==> config.mk <==
export PLATFORM = sky130hd
export DESIGN_NAME = overwriting_ring_buffer_flat
export DESIGN_NICKNAME = d
export VERILOG_FILES = /design/src/orb_pkg.sv /design/src/orb_if.sv /design/src/orb_cell.sv /design/src/orb_ctrl.sv /design/src/overwriting_ring_buffer.sv /design/src/flat_wrapper.sv
export VERILOG_INCLUDE_DIRS = /design/src /design/src/src
export SDC_FILE = /design/constraint.sdc
export NUM_CORES = 1
export LEC_CHECK = 0
export ABC_AREA = 1
export CAP_MARGIN = 20
export CORE_MARGIN = 5
export CORE_UTILIZATION = 50
export CTS_BUF_LIST = sky130_fd_sc_hd__clkbuf_8
export CTS_CLUSTER_SIZE = 12
export DETAILED_ROUTE_END_ITERATION = 16
export DONT_BUFFER_PORTS = 1
export HOLD_SLACK_MARGIN = 0.12
export PLACE_DENSITY = 0.62
export SLEW_MARGIN = 5
export SYNTH_ARGS = -nofsm -noshare
export SYNTH_HDL_FRONTEND = slang
export SYNTH_SLANG_ARGS = --single-unit
==> constraint.sdc <==
create_clock -name clock -period 2.9 [get_ports clock]
set_clock_uncertainty 0.1 [all_clocks]
set_input_delay 0.145 -clock clock [delete_from_list [all_inputs] [get_ports clock]]
set_output_delay 0.145 -clock clock [all_outputs]
set_load 0.01 [all_outputs]
==> src/assert_macros.svh <==
// Assertion macros used by the ring buffer controller.
// Each macro expects signals named clock and reset in the including scope.
`ifndef ASSERT_MACROS_SVH
`define ASSERT_MACROS_SVH

// Same-cycle implication, checked outside reset.
`define ASSERT_IMPLY(label, ante, cons, msg) \
   label: assert property (@(posedge clock) disable iff (reset) (ante) |-> (cons)) \
      else $error(msg);

// Next-cycle implication, checked outside reset.
`define ASSERT_NEXT(label, ante, cons, msg) \
   label: assert property (@(posedge clock) disable iff (reset) (ante) |=> (cons)) \
      else $error(msg);

`endif

==> src/orb_pkg.sv <==
// Shared types and constants for the overwriting ring buffer.
// No dependencies; every other file but assert_macros.svh imports this package.
package orb_pkg;

   // Parameter defaults
   localparam int DEPTH_DEF      = 16;
   localparam int ELEM_WIDTH_DEF = 16;

   // Fixed widths of the channel fields
   localparam int ACTION_W = 3;
   localparam int VALUE_W  = 16;
   localparam int OFFSET_W = 8;
   localparam int COUNT_W  = 5;

   // Slot index width that covers the largest supported depth (128)
   localparam int SLOT_IDX_W = 7;

   typedef enum logic [ACTION_W-1:0] {
      ACT_PUSH     = 3'd0,
      ACT_POP      = 3'd1,
      ACT_PEEK_OLD = 3'd2,
      ACT_PEEK_NEW = 3'd3,
      ACT_GET      = 3'd4,
      ACT_CLEAR    = 3'd5
   } action_type;

   // Command broadcast from the controller to every cell
   typedef struct packed {
      logic                  clear;
      logic                  rotate;
      logic                  wr_en;
      logic [SLOT_IDX_W-1:0] wr_idx;
      logic [SLOT_IDX_W-1:0] rd_idx;
   } cell_cmd_type;

endpackage

==> src/orb_if.sv <==
// Valid/ready channel interfaces for the ring buffer request and response.
// Depends on orb_pkg for the field widths.
interface orb_req_if;
   import orb_pkg::*;

   logic                       valid;
   logic                       ready;
   logic [ACTION_W-1:0]        action;
   logic [VALUE_W-1:0]         push_value;
   logic signed [OFFSET_W-1:0] offset;

   modport source (output valid, action, push_value, offset, input ready);
   modport sink   (input valid, action, push_value, offset, output ready);
endinterface

interface orb_rsp_if;
   import orb_pkg::*;

   logic               valid;
   logic               ready;
   logic               ok;
   logic [VALUE_W-1:0] read_value;
   logic [COUNT_W-1:0] fill_count;

   modport source (output valid, ok, read_value, fill_count, input ready);
   modport sink   (input valid, ok, read_value, fill_count, output ready);
endinterface

==> src/orb_cell.sv <==
// One storage cell of the ring buffer: holds one slot, relative to the oldest entry.
// Depends on orb_pkg for the command struct.
module orb_cell #(
   parameter int ELEM_WIDTH = orb_pkg::ELEM_WIDTH_DEF,
   parameter int IDX        = 0
) (
   input  logic                  clock,
   input  logic                  reset,
   input  orb_pkg::cell_cmd_type cmd,
   input  logic [ELEM_WIDTH-1:0] value_in,
   input  logic [ELEM_WIDTH-1:0] nbr_data,
   output logic [ELEM_WIDTH-1:0] data_out,
   output logic [ELEM_WIDTH-1:0] rd_data
);
   import orb_pkg::*;

   logic [ELEM_WIDTH-1:0] slot_ff;
   logic [ELEM_WIDTH-1:0] slot_in;

   // Take the neighbor on rotate, then the write, then clear wins
   always_comb begin
      slot_in = cmd.rotate ? nbr_data : slot_ff;
      if (cmd.wr_en && (cmd.wr_idx == SLOT_IDX_W'(IDX))) begin
         slot_in = value_in;
      end
      if (cmd.clear) begin
         slot_in = '0;
      end
   end

   always_ff @(posedge clock) begin
      if (reset) begin
         slot_ff <= '0;
      end else begin
         slot_ff <= slot_in;
      end
   end

   // Drive the slot onto the read bus only when selected
   assign data_out = slot_ff;
   assign rd_data  = (cmd.rd_idx == SLOT_IDX_W'(IDX)) ? slot_ff : '0;

endmodule

==> src/orb_ctrl.sv <==
// Controller of the ring buffer: keeps the fill count and decodes each action
// into a cell command and the response status. Depends on orb_pkg and assert_macros.svh.
`include "assert_macros.svh"

module orb_ctrl #(
   parameter int DEPTH = orb_pkg::DEPTH_DEF
) (
   input  logic                                clock,
   input  logic                                reset,
   input  logic                                fire,
   input  logic [orb_pkg::ACTION_W-1:0]        action,
   input  logic signed [orb_pkg::OFFSET_W-1:0] offset,
   output orb_pkg::cell_cmd_type               cmd,
   output logic                                ok,
   output logic                                rd_zero,
   output logic [$clog2(DEPTH+1)-1:0]          count_next
);
   import orb_pkg::*;

   localparam int IDX_W = $clog2(DEPTH);
   localparam int CNT_W = $clog2(DEPTH + 1);
   localparam int CMP_W = (CNT_W > OFFSET_W) ? CNT_W : OFFSET_W;

   logic [CNT_W-1:0] count_ff;
   logic [CNT_W-1:0] count_in;
   logic             full;
   logic             empty;
   logic             in_range;
   logic [CMP_W-1:0] off_ext;
   logic [CMP_W-1:0] cnt_ext;
   logic             clear;
   logic             rotate;
   logic             wr_en;
   logic [IDX_W-1:0] wr_idx;
   logic [IDX_W-1:0] rd_idx;

   // Decode the action against the current fill count
   always_comb begin
      full     = (count_ff == CNT_W'(DEPTH));
      empty    = (count_ff == '0);
      off_ext  = CMP_W'($unsigned(offset));
      cnt_ext  = CMP_W'(count_ff);
      in_range = !offset[OFFSET_W-1] && (off_ext < cnt_ext);

      clear    = 1'b0;
      rotate   = 1'b0;
      wr_en    = 1'b0;
      wr_idx   = '0;
      rd_idx   = '0;
      ok       = 1'b0;
      rd_zero  = 1'b1;
      count_in = count_ff;

      case (action)
         ACT_PUSH: begin
            wr_en = 1'b1;
            ok    = 1'b1;
            if (full) begin
               // Drop the oldest entry: rotate and land the new one at the end
               rotate = 1'b1;
               wr_idx = IDX_W'(DEPTH - 1);
            end else begin
               wr_idx   = count_ff[IDX_W-1:0];
               count_in = count_ff + 1'b1;
            end
         end
         ACT_POP: begin
            rd_zero = 1'b0;
            if (!empty) begin
               rotate   = 1'b1;
               ok       = 1'b1;
               count_in = count_ff - 1'b1;
            end
         end
         ACT_PEEK_OLD: begin
            rd_zero = 1'b0;
            ok      = !empty;
         end
         ACT_PEEK_NEW: begin
            rd_zero = 1'b0;
            if (!empty) begin
               rd_idx = IDX_W'(count_ff - 1'b1);
               ok     = 1'b1;
            end
         end
         ACT_GET: begin
            rd_zero = 1'b0;
            if (in_range) begin
               rd_idx = offset[IDX_W-1:0];
               ok     = 1'b1;
            end
         end
         ACT_CLEAR: begin
            clear    = 1'b1;
            ok       = 1'b1;
            count_in = '0;
         end
         default: begin
         end
      endcase
   end

   // Gate state changes with the handshake
   always_comb begin
      cmd.clear  = fire && clear;
      cmd.rotate = fire && rotate;
      cmd.wr_en  = fire && wr_en;
      cmd.wr_idx = SLOT_IDX_W'(wr_idx);
      cmd.rd_idx = SLOT_IDX_W'(rd_idx);
   end

   assign count_next = count_in;

   always_ff @(posedge clock) begin
      if (reset) begin
         count_ff <= '0;
      end else if (fire) begin
         count_ff <= count_in;
      end
   end

   `ASSERT_IMPLY(a_count_bound, 1'b1, count_ff <= CNT_W'(DEPTH), "fill count above depth")
   `ASSERT_NEXT(a_clear_empties, fire && (action == ACT_CLEAR), count_ff == '0, "clear left entries")
   `ASSERT_NEXT(a_push_grows, fire && (action == ACT_PUSH) && !full, count_ff == $past(count_ff) + 1'b1, "push did not grow count")
   `ASSERT_NEXT(a_idle_holds, !fire, $stable(count_ff), "count moved without an item")
   `ASSERT_IMPLY(a_rotate_nonempty, cmd.rotate, !empty, "rotate on an empty buffer")

endmodule

==> src/overwriting_ring_buffer.sv <==
// Overwriting ring buffer: a row of DEPTH cells kept so that cell 0 always holds the
// oldest entry. One item is taken per clock cycle; its response is held in the output
// register, and the next item can be taken in the same cycle as that response is drained,
// so the sustained rate is one item per cycle unless the response side stalls. Every
// action, including clear and a push that drops the oldest entry, updates all cells at
// once (a pop or a full push shifts the row by one cell). Reset zeroes every slot at
// once; there is no clearing pass.
// Depends on orb_pkg, orb_if, orb_cell and orb_ctrl.
module overwriting_ring_buffer #(
   parameter int DEPTH      = orb_pkg::DEPTH_DEF,
   parameter int ELEM_WIDTH = orb_pkg::ELEM_WIDTH_DEF
) (
   input logic        clock,
   input logic        reset,
   orb_req_if.sink    req_chan,
   orb_rsp_if.source  rsp_chan
);
   import orb_pkg::*;

   localparam int CNT_W = $clog2(DEPTH + 1);

   logic                          fire;
   cell_cmd_type                  cmd;
   logic                          ok;
   logic                          rd_zero;
   logic [CNT_W-1:0]              count_next;
   logic [ELEM_WIDTH+VALUE_W-1:0] value_wide;
   logic [ELEM_WIDTH-1:0]         value;
   logic [ELEM_WIDTH-1:0]         slot_q  [DEPTH];
   logic [ELEM_WIDTH-1:0]         rd_part [DEPTH];
   logic [ELEM_WIDTH-1:0]         rd_or;
   logic [ELEM_WIDTH+VALUE_W-1:0] rd_wide;
   logic [CNT_W+COUNT_W-1:0]      fill_wide;

   logic               rsp_valid_ff;
   logic               ok_ff;
   logic [VALUE_W-1:0] read_value_ff;
   logic [COUNT_W-1:0] fill_count_ff;

   // Take an item whenever the output register is free or being drained
   assign req_chan.ready = !rsp_valid_ff || rsp_chan.ready;
   assign fire           = req_chan.valid && req_chan.ready;

   // Fit the pushed value to the slot width
   assign value_wide = {{ELEM_WIDTH{1'b0}}, req_chan.push_value};
   assign value      = value_wide[ELEM_WIDTH-1:0];

   orb_ctrl #(
      .DEPTH (DEPTH)
   ) u_ctrl (
      .clock      (clock),
      .reset      (reset),
      .fire       (fire),
      .action     (req_chan.action),
      .offset     (req_chan.offset),
      .cmd        (cmd),
      .ok         (ok),
      .rd_zero    (rd_zero),
      .count_next (count_next)
   );

   // Row of cells, closed into a ring for rotation
   for (genvar i = 0; i < DEPTH; i++) begin : g_cell
      orb_cell #(
         .ELEM_WIDTH (ELEM_WIDTH),
         .IDX        (i)
      ) u_cell (
         .clock    (clock),
         .reset    (reset),
         .cmd      (cmd),
         .value_in (value),
         .nbr_data (slot_q[(i + 1) % DEPTH]),
         .data_out (slot_q[i]),
         .rd_data  (rd_part[i])
      );
   end

   // Combine the read bus; only the selected cell drives it
   always_comb begin
      rd_or = '0;
      for (int i = 0; i < DEPTH; i++) begin
         rd_or = rd_or | rd_part[i];
      end
   end

   assign rd_wide   = {{VALUE_W{1'b0}}, rd_or};
   assign fill_wide = {{COUNT_W{1'b0}}, count_next};

   // Hold the response until it is taken
   always_ff @(posedge clock) begin
      if (reset) begin
         rsp_valid_ff <= 1'b0;
      end else if (fire) begin
         rsp_valid_ff <= 1'b1;
      end else if (rsp_chan.ready) begin
         rsp_valid_ff <= 1'b0;
      end
   end

   always_ff @(posedge clock) begin
      if (fire) begin
         ok_ff         <= ok;
         read_value_ff <= rd_zero ? '0 : rd_wide[VALUE_W-1:0];
         fill_count_ff <= fill_wide[COUNT_W-1:0];
      end
   end

   assign rsp_chan.valid      = rsp_valid_ff;
   assign rsp_chan.ok         = ok_ff;
   assign rsp_chan.read_value = read_value_ff;
   assign rsp_chan.fill_count = fill_count_ff;

endmodule
==> src/flat_wrapper.sv <==
// flat-port wrapper written by rule: the top's interface ports become plain ports
module overwriting_ring_buffer_flat import orb_pkg::*;
#(
   parameter int DEPTH      = orb_pkg::DEPTH_DEF,
   parameter int ELEM_WIDTH = orb_pkg::ELEM_WIDTH_DEF
)
  (clock, reset, req_chan_valid, req_chan_action, req_chan_push_value, req_chan_offset, req_chan_ready, rsp_chan_valid, rsp_chan_ok, rsp_chan_read_value, rsp_chan_fill_count, rsp_chan_ready);
  orb_req_if req_chan_i ();
  orb_rsp_if rsp_chan_i ();
  input logic clock;
  input logic reset;
  input wire logic [$bits(req_chan_i.valid)-1:0] req_chan_valid;
  input wire logic [$bits(req_chan_i.action)-1:0] req_chan_action;
  input wire logic [$bits(req_chan_i.push_value)-1:0] req_chan_push_value;
  input wire logic [$bits(req_chan_i.offset)-1:0] req_chan_offset;
  output wire logic [$bits(req_chan_i.ready)-1:0] req_chan_ready;
  output wire logic [$bits(rsp_chan_i.valid)-1:0] rsp_chan_valid;
  output wire logic [$bits(rsp_chan_i.ok)-1:0] rsp_chan_ok;
  output wire logic [$bits(rsp_chan_i.read_value)-1:0] rsp_chan_read_value;
  output wire logic [$bits(rsp_chan_i.fill_count)-1:0] rsp_chan_fill_count;
  input wire logic [$bits(rsp_chan_i.ready)-1:0] rsp_chan_ready;
  assign req_chan_i.valid = req_chan_valid;
  assign req_chan_i.action = req_chan_action;
  assign req_chan_i.push_value = req_chan_push_value;
  assign req_chan_i.offset = req_chan_offset;
  assign req_chan_ready = req_chan_i.ready;
  assign rsp_chan_valid = rsp_chan_i.valid;
  assign rsp_chan_ok = rsp_chan_i.ok;
  assign rsp_chan_read_value = rsp_chan_i.read_value;
  assign rsp_chan_fill_count = rsp_chan_i.fill_count;
  assign rsp_chan_i.ready = rsp_chan_ready;
  overwriting_ring_buffer #(.DEPTH(DEPTH), .ELEM_WIDTH(ELEM_WIDTH)) u_core (.clock(clock), .reset(reset), .req_chan(req_chan_i), .rsp_chan(rsp_chan_i));
endmodule
==> reports/results.txt, run 1 <==
Avg Cell Area, Syn - 7.04 um^2
Vias in the first global route - 14439
Synth Net Count - 2098
Fin Setup TNS - 0 ns
First-pass GRT wire length - 87400 um
DR vias/cell - 6.17
Max Clock Freq - 359 MHz
WL/cell - 22.7 um
# DRC - 0
Core area - 28700 um^2
Crit. Startpoint - u_core.u_ctrl.count_ff[1]$_SDFFE_PP0P_
Crit path buffers/inverters - 5
H-Tree Depth - 2
Post-Layout Inst Area - 17100 um^2
Clock root cell - clkbuf_8
R2R Setup Slk - 0.11 ns
Pin count of the biggest net entering global routing - 105
Most common cell after layout, fill and taps aside - nand2_1
Post-synth top area share - 0.362
Post-DP HPWL - 35200 um
Crit path cell chain - inv_2, ha_1, nand2_1, nand2_1, nand2_1, nand2_1, nand2_2, buf_4, nand3_1, buf_4, a21oi_4, buf_12, buf_16, nand3_1, nand2_1, nor2_1, nand2_1, nor2_1, nor2_1
Netlist Area Pre-Place - 14500 um^2
Reg-to-Reg End - u_core.rsp_chan.read_value[11]$_SDFFCE_PN0P_
Non-Filler Instances - 2545
# nets final - 2159
Synth area leader - dfxtp_1
Synth Instances - 2059
Distinct cell type count after synthesis - 40
IO Count - 55
Clk slew on worst S/H paths - 0.06 ns
Detailed Route Iter0 Violations - 2150
Arr. time, crit path - 3.12 ns
Total GRT Usage - 0.339
Final Setup Violations - 0
Die area - 32500 um^2
Critical Setup Path Class - reg -> reg
Setup WS post-layout - 0.113 ns
Placed cells - 2401
Min cycle time layout - 2.79 ns
Final ANT Viol Nets - 0
Chip Height - 180 um
Pwr Total - 0.00856 W
CP Capture Type - register
Filler Cell Count - 2721
Max-Cap Viols - 0
Total CTS buffers - 50
Critical path's top delay family - simple AND/OR/NAND/NOR gates
Leak - 6.92 nW
#FFs+latches synth - 284
Worst Hold Class - in -> reg
Multi-input logic area - 7680 um^2
RSZ-0062 raised after global routing - yes
Slowest CP cell - dfxtp_2
Grt ovf - 0
Synth area leaders - dfxtp_1 (36%), nand2_1 (13%), nor2_1 (9.6%), nand3_1 (8.6%), a221oi_1 (7.2%)
Worst EP required - 3.24 ns
Tcrit/Tclk final - 0.961
Row count - 62
Min-delay src - req_chan_action[1]
Clk buf depth - 3
Share of the yosys chip area belonging to registers - 0.407
Antenna violations before repair - 4
Via count - 15702
Max-slew violation count - 0
Pwr Density - 500 nW/um^2
Clock sink total - 284
Pre-antenna DRT Iters - 7
CTS tree - yes
Worst Setup EP - u_core.rsp_chan.read_value[11]$_SDFFCE_PN0P_
Worst slew margin - 0.491
CP Launch Type - register
Syn-to-layout area delta - 18.1%
R2R cell count - 19
Crit Path Max Fanout - 14
Crit Reg-Reg Startpoint - u_core.u_ctrl.count_ff[1]$_SDFFE_PP0P_
Stages on the worst setup path - 19
Flip-flop and latch area - 5910 um^2
Outcome - finished clean
Final wirelength - 57900 um
GPL Wtd Cong - 0.925
Yosys warning count - 0
Final hold viol count - 0
Latest clock arrival within the worst-skew pair - 0.59 ns
Most frequent CP cell - nand2_1
Slew at the pin with the worst max-slew slack - 0.763 ns
Starting Density - 0.505
Layout cell share with drive strength beyond 1 - 0.136
Die width - 180 um
Most frequent cells in the layout - nand2_1 (511), nor2_1 (363), dfxtp_1 (260)
Placed cell areas - 15400 um^2
Pre-CTS WS - -0.104 ns
Maximum VDD drop - 362 uV
Worst path max stage delay - 0.33 ns
IO buf count - 0
[Yosys cell counts, drive strengths merged]
master and n:
o22ai 1, a31oi 89, clkbuf 60, buf 95
nand2 523, xor2 4, o211ai 1, mux2 15
or2 1, dfxtp 262, nand4 1, edfxtp 22
nand3 252, inv 68, ha 8, clkinv 3
a21oi 59, o21ai 71, nand3b 1, nor2 393
o221ai 3, a221oi 120, a211oi 1, nor3 6
[through the flow]
step                hold slack [ns]  utilization
floorplan                     0.114            -
global placement              0.116        0.538
detailed placement            0.121        0.538
CTS                           0.127        0.587
global route                  0.185        0.597
finish                        0.149        0.597
[worst reg2reg max path: stages, from the launching register on]
cell,delay [ns]
dfxtp_2,0.33
inv_2,0.07
ha_1,0.29
nand2_1,0.08
nand2_1,0.05
nand2_1,0.05
nand2_1,0.05
nand2_2,0.10
buf_4,0.12
nand3_1,0.14
buf_4,0.19
a21oi_4,0.27
buf_12,0.18
buf_16,0.15
nand3_1,0.09
nand2_1,0.10
nor2_1,0.06
nand2_1,0.07
nor2_1,0.05
nor2_1,0.10
[cells by family after synthesis]
kind of cell | count (synthesis) | share of synthesized area
and+or+nand+nor | 1177 | 0.340
adders and majority gates | 8 | 0.00690
buffers and inverters | 226 | 0.0706
DFF | 284 | 0.407
xor gates and xnor gates | 4 | 0.00242
muxes | 15 | 0.0116
AOI/OAI and AO/OA | 345 | 0.161
[report_power, final]
group / internal [W] / switching, W
logic: 0.000273 / 0.000605
clock network: 0.00193 / 0.00174
registers: 0.00399 / 0.0000367
[area by class of cell]
cell class,instances,share of cell area
diodes,2,0.000292
clock buffers,62,0.0498
clock inverters,29,0.00767
inverters,71,0.0166
multi-input cells,1551,0.449
flip-flops and latches,284,0.345
well taps,384,0.0281
repair buffers,162,0.104
[routing by layer]
metal / vias up / track usage / part of all wire
met5: - / 0 / 0.00022
met4: 2 / 0.132 / 0.046
met3: 190 / 0.0759 / 0.12
met2: 982 / 0.519 / 0.43
met1: 7368 / 0.469 / 0.41
li1: 7160 / - / -
[how the worst min path moves through the flow]
stage / end / cells past startpoint
global placement: u_core.rsp_chan.valid$_SDFFE_PP0P_ / 1
global route: u_core.rsp_chan.read_value[0]$_SDFFCE_PN0P_ / 5
CTS: u_core.rsp_chan.read_value[7]$_SDFFCE_PN0P_ / 5
detailed placement: u_core.rsp_chan.valid$_SDFFE_PP0P_ / 1
finish: u_core.rsp_chan.read_value[15]$_SDFFCE_PN0P_ / 5
floorplan: u_core.rsp_chan.valid$_SDFFE_PP0P_ / 1
[flip-flops by register name (all words and copies together), names as in the netlist]
name,count
u_core.g_cell.u_cell.data_out,256
u_core.rsp_chan.ok,1
u_core.rsp_chan.read_value,16
u_core.rsp_chan.fill_count,5
u_core.u_ctrl.count_ff,5
u_core.rsp_chan.valid,1
[timing repair]
item,in CTS,in global routing
hold endpoints to repair,278,0
setup endpoints to repair,22,130
resized for setup,3,35
pin swaps,3,6
gates cloned,1,3
hold buffers,35,0
setup buffers,6,7
(Power assumes the default switching activity.)
==> run 2: changes to the inputs <==
CORE_UTILIZATION = 45   (was 50)
PLACE_DENSITY = 0.57   (was 0.62)
==> reports/results.txt, run 2 (synthesized netlist as in run 1, its figures left out) <==
Critical path's top delay family - simple AND/OR/NAND/NOR gates (unchanged)
Final wirelength - 59600 um (was 57900 um)
Starting Density - 0.457 (was 0.505)
Leak - 7.09 nW (was 6.92 nW)
Worst path max stage delay - 0.55 ns (was 0.33 ns)
# nets final - 2177 (was 2159)
DR vias/cell - 6.06 (was 6.17)
Worst slew margin - 0.498 (was 0.491)
Clk buf depth - 3 (unchanged)
Crit Path Max Fanout - 23 (was 14)
Pre-antenna DRT Iters - 6 (was 7)
WL/cell - 23.0 um (was 22.7 um)
Via count - 15676 (was 15702)
Vias in the first global route - 14487 (was 14439)
Chip Height - 190 um (was 180 um)
Die width - 190 um (was 180 um)
H-Tree Depth - 2 (unchanged)
Crit path buffers/inverters - 4 (was 5)
Crit path cell chain - dlygate4sd3_1, nor2_1, dlygate4sd3_1, nand2_1, nor2_2, buf_4, nand3_2, nand2_4, nor2_4, buf_12, nand3_1, nand2_1, nor2_1, nand2_1, nor2_1, nor2_1 (was inv_2, ha_1, nand2_1, nand2_1, nand2_1, nand2_1, nand2_2, buf_4, nand3_1, buf_4, a21oi_4, buf_12, buf_16, nand3_1, nand2_1, nor2_1, nand2_1, nor2_1, nor2_1)
Final Setup Violations - 0 (unchanged)
Maximum VDD drop - 386 uV (was 362 uV)
Placed cell areas - 15600 um^2 (was 15400 um^2)
Core area - 31700 um^2 (was 28700 um^2)
Worst EP required - 3.15 ns (was 3.24 ns)
Most frequent CP cell - nor2_1 (was nand2_1)
CP Capture Type - register (unchanged)
Antenna violations before repair - 4 (unchanged)
Total GRT Usage - 0.318 (was 0.339)
Met2 Track Usage GR - 0.487 (was 0.519)
Final ANT Viol Nets - 0 (unchanged)
Max-slew violation count - 0 (unchanged)
WHS - 0.159 ns (was 0.149 ns)
Pwr Total - 0.00886 W (was 0.00856 W)
First-pass GRT wire length - 89100 um (was 87400 um)
Tcrit/Tclk final - 0.970 (was 0.961)
Syn-to-layout area delta - 20.2% (was 18.1%)
IO buf count - 0 (unchanged)
Most common cell after layout, fill and taps aside - nand2_1 (unchanged)
Max Clock Freq - 356 MHz (was 359 MHz)
Clock sink total - 284 (unchanged)
Critical Setup Path Class - in -> reg (was reg -> reg)
Worst Hold Class - in -> reg (unchanged)
CTS tree - yes (unchanged)
Slew at the pin with the worst max-slew slack - 0.751 ns (was 0.763 ns)
Fin Setup TNS - 0 ns (unchanged)
Clock root cell - clkbuf_8 (unchanged)
GRT busiest layer - met2 (unchanged)
Post-Layout Inst Area - 17400 um^2 (was 17100 um^2)
Outcome - finished clean (unchanged)
Slowest CP cell - dlygate4sd3_1 (was dfxtp_2)
Row count - 65 (was 62)
Pwr Density - 508 nW/um^2 (was 500 nW/um^2)
Post-DP HPWL - 36800 um (was 35200 um)
Final hold viol count - 0 (unchanged)
M1 GR Usage - 0.439 (was 0.469)
Met3 Usage GRT - 0.0702 (was 0.0759)
# DRC - 0 (unchanged)
Detailed Route Iter0 Violations - 1730 (was 2150)
IO Count - 55 (unchanged)
Most frequent cells in the layout - nand2_1 (511), nor2_1 (361), dfxtp_1 (262) (was nand2_1 (511), nor2_1 (363), dfxtp_1 (260))
Max-Cap Viols - 0 (unchanged)
CP Launch Type - primary input (was register)
Min cycle time layout - 2.81 ns (was 2.79 ns)
Pin count of the biggest net entering global routing - 64 (was 105)
Max reg flops - 256 (unchanged)
Grt ovf - 0 (unchanged)
Clk slew on worst S/H paths - 0.06 ns (about the same)
Arr. time, crit path - 3.07 ns (was 3.12 ns)
Layout cell share with drive strength beyond 1 - 0.148 (was 0.136)
Die area - 35900 um^2 (was 32500 um^2)
GPL Wtd Cong - 0.923 (was 0.925)
Total CTS buffers - 52 (was 50)
Latest clock arrival within the worst-skew pair - 0.61 ns (was 0.59 ns)
RSZ-0062 raised after global routing - yes (unchanged)
-- run 2: final cells by class --
| cell class | instances | area, um^2 |
|---|---|---|
| repair buffers | 176 | 1880 |
| clock inverters | 36 | 220 |
| diodes | 4 | 10.0 |
| multi-input cells | 1553 | 7790 |
| inverters | 71 | 279 |
| flip-flops and latches | 284 | 5910 |
| fillers | 3100 | 14300 |
| well taps | 402 | 503 |
| clock buffers | 61 | 840 |
-- run 2: tightest hold or removal path, delay by kind of cell --
family | cells | cell delay, ns
and+or+nand+nor | 3 | 0.26
buffers and inverters | 1 | 0.31
-- run 2: what timing repair did --
item,in CTS,in global routing
endpoints found under the hold margin,306,0
hold buffers,34,0
setup endpoints to repair,50,174
cloned,2,4
setup buffers,8,8
gates resized for setup,6,36
pin swaps,3,10
-- run 2: report_power, final --
part	leakage (nW)	internal (W)	switching (W)	total, W
Clock	0.612	0.00211	0.00184	0.00394
Sequential	2.33	0.00399	0.0000338	0.00402
Combinational	4.14	0.000280	0.000620	0.000900
Total	7.09	0.00637	0.00249	0.00886
-- run 2: stage by stage --
stage | setup WS [ns] | instances | utilization
after floorplan | 0.331 | 2059 | -
after global placement | -0.199 | 2428 | 0.490
after detailed placement | -0.227 | 2430 | 0.491
after CTS | 0.00103 | 2571 | 0.539
after global routing | -0.0243 | 2584 | 0.549
final | 0.0879 | 2587 | 0.550
-- run 2: final timing paths --
check / start / to / slack [ns] / cells after the start
worst max-delay path: req_chan_offset[6] / u_core.rsp_chan.read_value[1]$_SDFFCE_PN0P_ / 0.09 / 16
worst min-delay path: req_chan_action[2] / u_core.rsp_chan.read_value[12]$_SDFFCE_PN0P_ / 0.16 / 4
worst max register to register: u_core.u_ctrl.count_ff[3]$_SDFFE_PP0P_ / u_core.rsp_chan.read_value[1]$_SDFFCE_PN0P_ / 0.11 / 16
worst min register to register: u_core.g_cell[10].u_cell.data_out[2]$_SDFFE_PP0P_ / u_core.g_cell[10].u_cell.data_out[2]$_SDFFE_PP0P_ / 0.39 / 2
-- run 2: layer usage --
metal	routed length, um	part of all wire	vias up
li1	-	-	7206
met1	24800	0.42	7344
met2	25800	0.43	952
met3	6450	0.11	172
met4	2490	0.042	2
met5	11	0.00018	-
